## config.mk

```make
export PLATFORM = sky130hd
export DESIGN_NAME = stereo_envelope_crest_meter_top_flat
export DESIGN_NICKNAME = d
export VERILOG_FILES = /design/src/rtl/secm_pkg.sv /design/src/rtl/secm_if.sv /design/src/rtl/secm_mul.sv /design/src/rtl/stereo_envelope_crest_meter_top.sv /design/src/flat_wrapper.sv
export SDC_FILE = /design/constraint.sdc
export NUM_CORES = 2
export LEC_CHECK = 0
export BUFFER_PORTS_ARGS = -buffer_cell sky130_fd_sc_hd__buf_2
export CAP_MARGIN = 20
export CELL_PAD_IN_SITES_DETAIL_PLACEMENT = 0
export CELL_PAD_IN_SITES_GLOBAL_PLACEMENT = 2
export CORE_ASPECT_RATIO = 1.75
export CORE_UTILIZATION = 44
export DETAILED_ROUTE_END_ITERATION = 12
export HOLD_SLACK_MARGIN = 0.08
export PLACE_DENSITY_LB_ADDON = 0.1
export SLEW_MARGIN = 10
export SYNTH_ARGS = -nofsm -noshare
export SYNTH_HDL_FRONTEND = slang
export SYNTH_SLANG_ARGS = --single-unit
export TNS_END_PERCENT = 30
```

## constraint.sdc

```tcl
create_clock -name clk -period 22.9 [get_ports clk]
set_input_delay 2.29 -clock clk [delete_from_list [all_inputs] [get_ports clk]]
set_output_delay 2.29 -clock clk [all_outputs]
set_load 0.005 [all_outputs]
```

## src/rtl/secm_pkg.sv

```systemverilog
// ----------------------------------------------------------------------------
// secm_pkg
// Shared widths, register indexes and reset values for the stereo envelope
// and crest meter.
// ----------------------------------------------------------------------------
package secm_pkg;

	localparam int SAMPLE_W = 16;
	localparam int COEF_W   = 16;
	localparam int LOG_W    = 20;
	localparam int MUL_W    = 20;
	localparam int CFG_IDX_W = 3;

	typedef enum logic [CFG_IDX_W-1:0] {
		REG_RMS_ATTACK   = 3'd0,
		REG_RMS_RELEASE  = 3'd1,
		REG_PEAK_ATTACK  = 3'd2,
		REG_PEAK_RELEASE = 3'd3,
		REG_MONO_MODE    = 3'd4
	} reg_idx_t;

	typedef enum logic {
		FUNC_PROCESS = 1'b0,
		FUNC_CLEAR   = 1'b1
	} func_t;

	localparam logic [COEF_W-1:0] RMS_ATTACK_RST   = 16'd65400;
	localparam logic [COEF_W-1:0] RMS_RELEASE_RST  = 16'd65522;
	localparam logic [COEF_W-1:0] PEAK_ATTACK_RST  = 16'd65264;
	localparam logic [COEF_W-1:0] PEAK_RELEASE_RST = 16'd65509;

	// 20*log10(2) in Q16
	localparam logic [MUL_W-1:0] CREST_K = 20'd394566;

endpackage

```

## src/rtl/secm_if.sv

```systemverilog
// ----------------------------------------------------------------------------
// secm_frame_if / secm_result_if
// Valid/ready channels for input frames and meter results.
// ----------------------------------------------------------------------------
interface secm_frame_if;
	logic        valid;
	logic        ready;
	logic        func;
	logic signed [secm_pkg::SAMPLE_W-1:0] left_sample;
	logic signed [secm_pkg::SAMPLE_W-1:0] right_sample;
	logic        end_of_block;

	modport source (output valid, func, left_sample, right_sample, end_of_block, input ready);
	modport sink (input valid, func, left_sample, right_sample, end_of_block, output ready);
endinterface

interface secm_result_if;
	logic        valid;
	logic        ready;
	logic [15:0] rms_left;
	logic [15:0] rms_right;
	logic [15:0] peak_left;
	logic [15:0] peak_right;
	logic signed [15:0] crest_left_db;
	logic signed [15:0] crest_right_db;
	logic        block_done;

	modport source (output valid, rms_left, rms_right, peak_left, peak_right,
		crest_left_db, crest_right_db, block_done, input ready);
	modport sink (input valid, rms_left, rms_right, peak_left, peak_right,
		crest_left_db, crest_right_db, block_done, output ready);
endinterface

```

## src/rtl/secm_mul.sv

```systemverilog
// ----------------------------------------------------------------------------
// secm_mul
// Shared unsigned multiplier with a registered product.
// ----------------------------------------------------------------------------
module secm_mul (
	input  logic                              clk,
	input  logic [secm_pkg::MUL_W-1:0]        a,
	input  logic [secm_pkg::MUL_W-1:0]        b,
	output logic [2*secm_pkg::MUL_W-1:0]      p_q
);

	always_ff @(posedge clk) begin
		p_q <= a * b;
	end

endmodule

```

## src/rtl/stereo_envelope_crest_meter_top.sv

```systemverilog
// ----------------------------------------------------------------------------
// stereo_envelope_crest_meter_top
// A frame passes the follower, log2 and crest states before its result is valid;
// a clear sets its result from idle. One shared multiplier runs 4 follower
// updates, 4 log2 evaluations (an init step and 16 squarings each) and 2 crest
// scalings in turn. Frames are taken only in idle and when no result is left untaken.
// Reset: coefficients go to their package defaults, envelopes to zero, no result.
// ----------------------------------------------------------------------------
module stereo_envelope_crest_meter_top (
	input  logic                 clk,
	input  logic                 arst_n,
	secm_frame_if.sink           frame,
	secm_result_if.source        result,
	input  logic                 cfg_we,
	input  logic [secm_pkg::CFG_IDX_W-1:0] cfg_idx,
	input  logic [secm_pkg::COEF_W-1:0]    cfg_data
);

	typedef enum logic [2:0] {
		ST_IDLE, ST_FOL, ST_LOG_INIT, ST_LOG, ST_CREST
	} state_t;

	state_t state_q;
	logic [1:0]  idx_q;
	logic [3:0]  it_q;
	logic        ph_q;
	logic        res_valid_q;

	logic [15:0] rms_att_q, rms_rel_q, peak_att_q, peak_rel_q;
	logic        mono_q;

	logic [15:0] env_q [4];
	logic [secm_pkg::LOG_W-1:0] log_q [4];
	logic [15:0] crest_q [2];
	logic [16:0] m_q;
	logic [3:0]  e_q;
	logic [14:0] f_q;

	logic [15:0] xl_q, xr_q;
	logic        done_q;

	logic [secm_pkg::MUL_W-1:0]   mul_a, mul_b;
	logic [2*secm_pkg::MUL_W-1:0] mul_p;

	logic        accept;
	logic [15:0] cur_env, cur_x, coef, diff, fol_new;
	logic        up;
	logic [39:0] p_round;
	logic [3:0]  lead;
	logic [31:0] m_shift;
	logic [17:0] sq;
	logic [16:0] m_next;
	logic        f_bit;
	logic [20:0] ld;
	logic        neg;
	logic [19:0] mag;
	logic [39:0] q_round;
	logic [15:0] q;
	logic [15:0] crest_val;
	logic        zero;
	logic [15:0] in_xl, in_xr;

	secm_mul u_mul (
		.clk (clk),
		.a   (mul_a),
		.b   (mul_b),
		.p_q (mul_p)
	);

	assign accept      = frame.valid && frame.ready;
	assign frame.ready = (state_q == ST_IDLE) && (!res_valid_q || result.ready);

	assign in_xl = frame.left_sample[15] ? 16'(-frame.left_sample) : frame.left_sample;
	assign in_xr = mono_q ? in_xl :
		(frame.right_sample[15] ? 16'(-frame.right_sample) : frame.right_sample);

	always_comb begin
		cur_env = env_q[idx_q];
		cur_x   = idx_q[0] ? xr_q : xl_q;
		up      = cur_x > cur_env;
		if (idx_q[1])
			coef = up ? peak_att_q : peak_rel_q;
		else
			coef = up ? rms_att_q : rms_rel_q;
		diff    = up ? cur_x - cur_env : cur_env - cur_x;
		// attack rounds the decrement up, release floors the increment
		p_round = mul_p + 40'd65535;
		fol_new = up ? cur_x - p_round[31:16] : cur_x + mul_p[31:16];

		lead = 4'd0;
		for (int i = 0; i < 16; i++) begin
			if (cur_env[i])
				lead = 4'(i);
		end
		m_shift = {cur_env, 16'b0} >> lead;

		sq     = mul_p[33:16];
		f_bit  = sq[17];
		m_next = f_bit ? sq[17:1] : sq[16:0];

		ld   = {1'b0, log_q[{1'b1, idx_q[0]}]} - {1'b0, log_q[{1'b0, idx_q[0]}]};
		neg  = ld[20];
		mag  = neg ? 20'(-ld) : ld[19:0];
		q_round = mul_p + (40'd1 << 23);
		q    = q_round[39:24];
		if (neg)
			crest_val = q[15] ? 16'h8000 : 16'(-q);
		else
			crest_val = q[15] ? 16'h7fff : q;
		zero = (env_q[{1'b1, idx_q[0]}] == 16'd0) || (env_q[{1'b0, idx_q[0]}] == 16'd0);

		case (state_q)
			ST_FOL: begin
				mul_a = {4'b0, diff};
				mul_b = {4'b0, coef};
			end
			ST_LOG: begin
				mul_a = {3'b0, m_q};
				mul_b = {3'b0, m_q};
			end
			ST_CREST: begin
				mul_a = mag;
				mul_b = secm_pkg::CREST_K;
			end
			default: begin
				mul_a = '0;
				mul_b = '0;
			end
		endcase
	end

	// sample payload, captured on frame transfer
	always_ff @(posedge clk) begin
		if (accept) begin
			xl_q   <= in_xl;
			xr_q   <= in_xr;
			done_q <= frame.end_of_block;
		end
	end

	always_ff @(posedge clk or negedge arst_n) begin
		if (!arst_n) begin
			state_q     <= ST_IDLE;
			idx_q       <= '0;
			it_q        <= '0;
			ph_q        <= 1'b0;
			res_valid_q <= 1'b0;
			rms_att_q   <= secm_pkg::RMS_ATTACK_RST;
			rms_rel_q   <= secm_pkg::RMS_RELEASE_RST;
			peak_att_q  <= secm_pkg::PEAK_ATTACK_RST;
			peak_rel_q  <= secm_pkg::PEAK_RELEASE_RST;
			mono_q      <= 1'b0;
			for (int i = 0; i < 4; i++) begin
				env_q[i] <= '0;
				log_q[i] <= '0;
			end
			crest_q[0]  <= '0;
			crest_q[1]  <= '0;
			m_q         <= '0;
			e_q         <= '0;
			f_q         <= '0;
		end else begin
			if (cfg_we) begin
				case (cfg_idx)
					secm_pkg::REG_RMS_ATTACK:   rms_att_q  <= cfg_data;
					secm_pkg::REG_RMS_RELEASE:  rms_rel_q  <= cfg_data;
					secm_pkg::REG_PEAK_ATTACK:  peak_att_q <= cfg_data;
					secm_pkg::REG_PEAK_RELEASE: peak_rel_q <= cfg_data;
					secm_pkg::REG_MONO_MODE:    mono_q     <= cfg_data[0];
					default: ;
				endcase
			end

			// a frame transfer settles the result flag in the idle arm
			if (result.valid && result.ready && !accept)
				res_valid_q <= 1'b0;

			case (state_q)
				ST_IDLE: begin
					if (accept) begin
						idx_q <= '0;
						ph_q  <= 1'b0;
						if (frame.func == secm_pkg::FUNC_CLEAR) begin
							for (int i = 0; i < 4; i++)
								env_q[i] <= '0;
							crest_q[0]  <= '0;
							crest_q[1]  <= '0;
							res_valid_q <= 1'b1;
						end else begin
							res_valid_q <= 1'b0;
							state_q     <= ST_FOL;
						end
					end
				end
				ST_FOL: begin
					ph_q <= ~ph_q;
					if (ph_q) begin
						env_q[idx_q] <= fol_new;
						idx_q <= idx_q + 2'd1;
						if (idx_q == 2'd3)
							state_q <= ST_LOG_INIT;
					end
				end
				ST_LOG_INIT: begin
					m_q     <= m_shift[16:0];
					e_q     <= lead;
					f_q     <= '0;
					it_q    <= '0;
					ph_q    <= 1'b0;
					state_q <= ST_LOG;
				end
				ST_LOG: begin
					ph_q <= ~ph_q;
					if (ph_q) begin
						m_q  <= m_next;
						f_q  <= {f_q[13:0], f_bit};
						it_q <= it_q + 4'd1;
						if (it_q == 4'd15) begin
							log_q[idx_q] <= {e_q, f_q, f_bit};
							idx_q <= idx_q + 2'd1;
							state_q <= (idx_q == 2'd3) ? ST_CREST : ST_LOG_INIT;
						end
					end
				end
				ST_CREST: begin
					ph_q <= ~ph_q;
					if (ph_q) begin
						crest_q[idx_q[0]] <= zero ? 16'd0 : crest_val;
						idx_q <= idx_q + 2'd1;
						if (idx_q[0]) begin
							res_valid_q <= 1'b1;
							state_q     <= ST_IDLE;
						end
					end
				end
				default: state_q <= ST_IDLE;
			endcase
		end
	end

	assign result.valid          = res_valid_q;
	assign result.rms_left       = env_q[0];
	assign result.rms_right      = env_q[1];
	assign result.peak_left      = env_q[2];
	assign result.peak_right     = env_q[3];
	assign result.crest_left_db  = crest_q[0];
	assign result.crest_right_db = crest_q[1];
	assign result.block_done     = done_q;

endmodule

```

## src/flat_wrapper.sv

```systemverilog
// flat-port wrapper written by rule: the top's interface ports become plain ports
module stereo_envelope_crest_meter_top_flat 
  (clk, arst_n, cfg_we, cfg_idx, cfg_data, frame_valid, frame_func, frame_left_sample, frame_right_sample, frame_end_of_block, frame_ready, result_valid, result_rms_left, result_rms_right, result_peak_left, result_peak_right, result_crest_left_db, result_crest_right_db, result_block_done, result_ready);
  secm_frame_if frame_i ();
  secm_result_if result_i ();
  input  logic clk;
  input  logic arst_n;
  input  logic cfg_we;
  input  logic [secm_pkg::CFG_IDX_W-1:0] cfg_idx;
  input  logic [secm_pkg::COEF_W-1:0] cfg_data;
  input wire logic [$bits(frame_i.valid)-1:0] frame_valid;
  input wire logic [$bits(frame_i.func)-1:0] frame_func;
  input wire logic [$bits(frame_i.left_sample)-1:0] frame_left_sample;
  input wire logic [$bits(frame_i.right_sample)-1:0] frame_right_sample;
  input wire logic [$bits(frame_i.end_of_block)-1:0] frame_end_of_block;
  output wire logic [$bits(frame_i.ready)-1:0] frame_ready;
  output wire logic [$bits(result_i.valid)-1:0] result_valid;
  output wire logic [$bits(result_i.rms_left)-1:0] result_rms_left;
  output wire logic [$bits(result_i.rms_right)-1:0] result_rms_right;
  output wire logic [$bits(result_i.peak_left)-1:0] result_peak_left;
  output wire logic [$bits(result_i.peak_right)-1:0] result_peak_right;
  output wire logic [$bits(result_i.crest_left_db)-1:0] result_crest_left_db;
  output wire logic [$bits(result_i.crest_right_db)-1:0] result_crest_right_db;
  output wire logic [$bits(result_i.block_done)-1:0] result_block_done;
  input wire logic [$bits(result_i.ready)-1:0] result_ready;
  assign frame_i.valid = frame_valid;
  assign frame_i.func = frame_func;
  assign frame_i.left_sample = frame_left_sample;
  assign frame_i.right_sample = frame_right_sample;
  assign frame_i.end_of_block = frame_end_of_block;
  assign frame_ready = frame_i.ready;
  assign result_valid = result_i.valid;
  assign result_rms_left = result_i.rms_left;
  assign result_rms_right = result_i.rms_right;
  assign result_peak_left = result_i.peak_left;
  assign result_peak_right = result_i.peak_right;
  assign result_crest_left_db = result_i.crest_left_db;
  assign result_crest_right_db = result_i.crest_right_db;
  assign result_block_done = result_i.block_done;
  assign result_i.ready = result_ready;
  stereo_envelope_crest_meter_top u_core (.clk(clk), .arst_n(arst_n), .frame(frame_i), .result(result_i), .cfg_we(cfg_we), .cfg_idx(cfg_idx), .cfg_data(cfg_data));
endmodule
```

### Word-level counts from Yosys, hierarchy flattened

Cells that the tools add are included.

* word-level logic and storage cells: 200
* input port bits: 58
* bits in registers: 360
* output and inout port bits: 99

* muxes and demuxes: 93
* $mul: 1
* add/sub/neg operators: 13
* order comparisons: 7
* reduce and logical (&&, ||, !) cells: 33
* eq/ne operators: 20
* bitwise operators: 5
* shifts and indexed selects: 1

Operator list (number)
* 2-to-1 mux 16 bit: 20
* 2-to-1 mux 64 bit: 3
* one-hot mux 64 bit (2 select lines): 1
* 2-to-1 mux 20 bit: 6
* binary-select mux 16 bit (select 2 bit): 3
* 2-to-1 mux 32 bit: 3
* binary-select mux 20 bit (select 2 bit): 2
* bitwise mux 80 bit: 1
* bitwise mux 64 bit: 1
* one-hot mux 32 bit (2 select lines): 1
* 2-to-1 mux 4 bit: 15
* one-hot mux 20 bit (3 select lines): 1
* one-hot mux 19 bit (3 select lines): 1
* negator 16 bit: 3
* subtractor 16 bit: 3
* adder 39 x 24 -> 40 bit (second input constant): 1
* demux 20 bit (select 2 bit): 1
* multiplier 20 x 19 -> 39 bit: 1
* 2-to-1 mux 17 bit: 2
* one-hot mux 17 bit (2 select lines): 1
* adder 32 x 16 -> 32 bit (second input constant): 1
* bitwise mux 32 bit: 1
* demux 16 bit (select 2 bit): 1
* logical NOT 16 bit: 2
* 46 further kinds: 98

### Longest topological paths before layout

* word-level depth: 21
* gate-level depth with buffers: 45

### By module

From an unflattened synthesis, not the netlist that was laid out.

* cell total of the unflattened synthesis: 3640
* area total of the unflattened synthesis: 34899.7 µm²

Modules (own cells, without submodules)
* stereo_envelope_crest_meter_top: cells each 2061, sequential area each 8259.2 µm², times used 1, area an instance 20623.5 µm²
* secm_mul: cells each 1579, sequential area each 800.8 µm², times used 1, area an instance 14276.2 µm²

### Least setup slack after synthesis

OpenSTA, ideal clock, no wires.

* path kind: register -> register
* from: register u_core.idx_q[0]
* to: register u_core.u_mul.p_q[38] (netlist bit)
* setup time: 121 ps
* cell stages (with the launch flop): 42
* slack: 11861 ps
* data arrival time: 10918 ps
* required time: 22779 ps
* path buffers: 6
* path through: dfrtp_1 > clkbuf_1 > buf_2 > buf_2 > clkbuf_1 > buf_1 > mux2_2 > ha_1 > fa_1 > nor2b_1 > o21ai_0 > o21ai_0 > and3_1 > o211ai_1 > nor4_2 > a21oi_1 > xnor2_1 > o221ai_1 > [... 6 more ...] > fa_1 > inv_1 > fa_1 > fa_1 > inv_1 > fa_1 > inv_1 > ha_1 > a21oi_1 > a21boi_0 > o311a_1 > a2111o_1 > nand2_1 > o21ai_0 > or4_1 > a31oi_1 > o21ai_0 > xnor2_1

* word-level cells in the longest chain between the ends: 9
* elaborated cells between the ends (all ways): 26
* classes of those cells: 4 x add/sub; 1 x mul; 1 x order compare; 17 x mux; 3 x bitwise

RTL lines
* start, declared: line stereo_envelope_crest_meter_top.sv:24 `logic [1:0] idx_q;`
* start signal, assigned: line stereo_envelope_crest_meter_top.sv:199 `idx_q <= idx_q + 2'd1;`
* start signal, assigned: line stereo_envelope_crest_meter_top.sv:220 `idx_q <= idx_q + 2'd1;`
* start signal, assigned: line stereo_envelope_crest_meter_top.sv:229 `idx_q <= idx_q + 2'd1;`
* inverter 2 -> 3 bit (implied by the code), or another cell as far along: line stereo_envelope_crest_meter_top.sv:101 `ld = {1'b0, log_q[{1'b1, idx_q[0]}]} - {1'b0, log_q[{1'b0, idx_q[0]}]};`
* binary-select mux 20 bit (select 2 bit) or binary-select mux 16 bit (select 2 bit) (tied branches): line stereo_envelope_crest_meter_top.sv:101, stereo_envelope_crest_meter_top.sv:78
* 2-to-1 mux 20 bit (implied by the code) or 2-to-1 mux 16 bit (tied branches) (2 in series): line stereo_envelope_crest_meter_top.sv:101, stereo_envelope_crest_meter_top.sv:78
* subtractor 20 x 20 -> 21 bit or greater-than comparator 16 bit (tied branches): line stereo_envelope_crest_meter_top.sv:101, stereo_envelope_crest_meter_top.sv:80
* negator 20 bit, or another cell as far along: line stereo_envelope_crest_meter_top.sv:103 `mag = neg ? 20'(-ld) : ld[19:0];`
* 2-to-1 mux 20 bit or 2-to-1 mux 16 bit (tied branches): line stereo_envelope_crest_meter_top.sv:103, stereo_envelope_crest_meter_top.sv:81
* one-hot mux 20 bit (3 select lines) or one-hot mux 19 bit (3 select lines) (tied branches): line stereo_envelope_crest_meter_top.sv:112 `case (state_q)`
* multiplier 20 x 19 -> 39 bit *: line secm_mul.sv:13 `p_q <= a * b;`
* end signal, assigned: line secm_mul.sv:13
* end, declared: line secm_mul.sv:9 `output logic [2*secm_pkg::MUL_W-1:0] p_q`

Every way passes the cells marked *; elsewhere a longest branch is shown, timed or not. The select of a mux whose other input is x is not followed.
A chain may end at the register's enable or synchronous reset.

### Worst setup path in the final report

Same ends and word-level chain as after synthesis.

==> key figures <==
Drt
  – Routed WL: ~120 mm
  – DR iter-0 viols: approximately 1400
  – DRC errors left: 0
  – Vias: about 27000
  – Via density: about 5.7
  – DR pass1 iterations: 6
  – ANT nets after route: 0
  – Drt wl/cell: roughly 24 um

Critical path
  – CP Capture Point: u_core.u_mul.p_q[38]
  – CP max stage cell: a221o_1
  – CP endpoint kind: register
  – Delay-heaviest family, CP: adder cells
  – Slowest stage delay, CP: 0.85 ns
  – Stages on worst setup path: 37
  – CP Launch Point: u_core.idx_q[0]
  – End of the worst register-to-register path: u_core.u_mul.p_q[38]
  – Crit Reg-Reg Startpoint: u_core.idx_q[0]
  – R2R depth: 37
  – Setup CP Type: register to register
  – Crit path DAT: roughly 13 ns
  – Worst-path maximum fanout: 52
  – Worst EP required: between 20 and 25 ns
  – Buf/Inv on CP: 8
  – Crit start category: register
  – FF-to-FF setup slack: 10.15 ns

Placement
  – DPL Wire Length: just over 90 mm
  – GPL Wtd Cong: approximately 0.94
  – Port Buf Inserts: ~160

Timing
  – Final hold vios: 0
  – Tmin final: around 13 ns
  – Worst rel slew slack: 29.31%
  – Fmax: 78.45 MHz
  – Count of pins over their slew limit: 0
  – Final critical-path share of the clock period: a little under three fifths
  – Setup TNS Final: 0 ns
  – RSZ-0062 raised after global routing: false
  – Worst-Margin Slew: between 1 and 1.5 ns
  – Final setup viols: 0
  – Worst clock skew: 0.03236 ns

Outcome
  – Status: completed

Min path
  – Hold Crit Depth: 2
  – Hold crit path type: register to register

CTS
  – Clock Pin Slew Worst Setup and Hold Paths: roughly 0.07 ns
  – # resized after CTS: 0
  – H-tree depth: 2
  – CTS max path bufs: 3
  – Worst-Skew Late Latency: 0.58 ns
  – Setup bufs post-CTS: 0
  – Clock Sinks: 360
  – Cts bufs inserted: 37
  – CTS root buffer: clkbuf_16
  – CTS tree: yes
  – Hold_buf cts: 0

Floorplanning
  – Core area: ~76000 sq um
  – Die Height: between 300 and 400 um
  – Num ports: approximately 160
  – DIE WIDTH: ~210 um
  – Row count: 134
  – Die Footprint: a little under 80000 sq um
  – Initial Util: 44.53%

Yosys
  – EDFF count, synth: 33
  – Async SR Flop Fraction: 80.00%
  – Mapped Avg Cell Area: a little over 9 sq um
  – Synth unique cells: slightly below 90
  – Post-synthesis register bit count: 360
  – Synth Instances: about 3700
  – Post-synth top flop: dfrtp_1
  – Seq/Total Area, Yosys: 26.61%
  – Syn Std Cell Area: 33970 sq um
  – Ys Warns: 0

Finish
  – Most frequent cells in the layout: inv_1 (499), nand2_1 (451), fa_1 (308), dfrtp_1 (238), o21ai_0 (223)
  – Max reg flops: 80
  – Regs by FF count: u_core.log_q (80), u_core.u_mul.p_q (39), u_core.m_q (17)
  – Share of layout cells above drive strength 1: 14.84%
  – N_diodes: 0
  – Synthesis-to-finish area growth: 9.788%
  – Commonest non-fill, non-tap cell in the layout: inv_1
  – Register name with the most flops: u_core.log_q
  – Final net count: between 4000 and 5000

GRT
  – Global-route wire length before repair: 177.2 mm
  – Maximum number of pins on one net before global-route repair: about 170
  – Vias in the first global route: 29371
  – GRT Util Overall: between 30% and 40%
  – GRT overflow: 0
  – Initial antenna violation count: 3

Flow run
  – Max-cap violations: 0
==> cell families after synthesis <==
family          share of synthesized area, %
flops                                  26.61
other cells                          0.02211
fa+ha+maj                              25.63
xor+xnor                               3.687
simple gates                           14.09
compound gates                         12.19
mux                                    10.19
buf+inv                                7.577
==> cell type report <==
class,count,area [sq um]
flip-flops and latches,360,9044
inverters,502,1884
multi-input cells,2672,22520
repair buffers,220,1295
fillers,7407,38990
clock buffers,52,1065
well taps,1020,1276
clock inverters,16,205.2
==> worst reg2reg max path: cells and delay by family, from the launching register on <==
family	cells	cell delay [ns]
adders and majority gates	8	3.79
DFF	1	0.73
buffers and inverters	8	1.77
xor gates and xnor gates	2	0.69
muxes	1	0.66
and+or+nand+nor	6	1.22
AOI/OAI and AO/OA	12	3.76
==> metal layers <==
metal,part of all wire [%],vias to the layer above,global-route usage (%)
met5,0.019,-,0
met4,5.6,4,15.64
met3,3.8,231,2.928
met2,54,728,57.65
met1,36,14011,32.91
li1,-,12493,-
==> stage by stage <==
stage          cell area, sq um  std cells  util [%]  worst slack [ns]  hold WS (ns)
4_1_cts                   37280       4841     48.86             9.984        0.4851
5_1_grt                   37290       4842     48.88             9.469        0.5096
3_5_place_dp              36010       4773     47.20             10.07        0.4687
3_3_place_gp              35990       4772     47.18             10.20        0.4680
2_1_floorplan             34090       3704         -             11.86        0.4489
6_report                  37290       4842     48.88             10.15        0.4852
==> worst min path at each step <==
| stage | startpoint | to | slack (ns) |
|---|---|---|---|
| after floorplan | u_core.m_q[0] | u_core.m_q[0] | 0.45 |
| after global placement | u_core.m_q[0] | u_core.m_q[0] | 0.47 |
| after detailed placement | u_core.result.crest_right_db[1] | u_core.result.crest_right_db[1] | 0.47 |
| after CTS | u_core.m_q[0] | u_core.m_q[0] | 0.49 |
| after global routing | u_core.result.crest_left_db[11] | u_core.result.crest_left_db[11] | 0.51 |
| final | u_core.m_q[0] | u_core.m_q[0] | 0.49 |
==> synthesized netlist by cell type, types with 26 or more instances <==
master	n	share of area (%)
o21a_1	26	0.57
nor2_1	156	1.7
clkbuf_1	123	1.4
fa_1	308	18
nor3_1	51	0.75
dfrtp_1	239	18
buf_2	26	0.38
edfxtp_1	33	2.9
ha_1	203	7.5
xnor2_1	93	2.4
nor4_1	32	0.59
mux2_2	178	5.9
o21ai_0	226	3.3
dfxtp_1	39	2.3
and3_1	26	0.48
inv_1	499	5.5
and2_1	88	1.6
nand2_1	451	5.0
a21o_1	32	0.71
nand3_1	109	1.6
xor2_1	50	1.3
a21oi_1	141	2.1
dfstp_2	49	3.8
mux2i_1	91	2.7
Power is not shown: default switching activity piles up to over one toggle a cycle in this logic, so the estimate is an artifact.
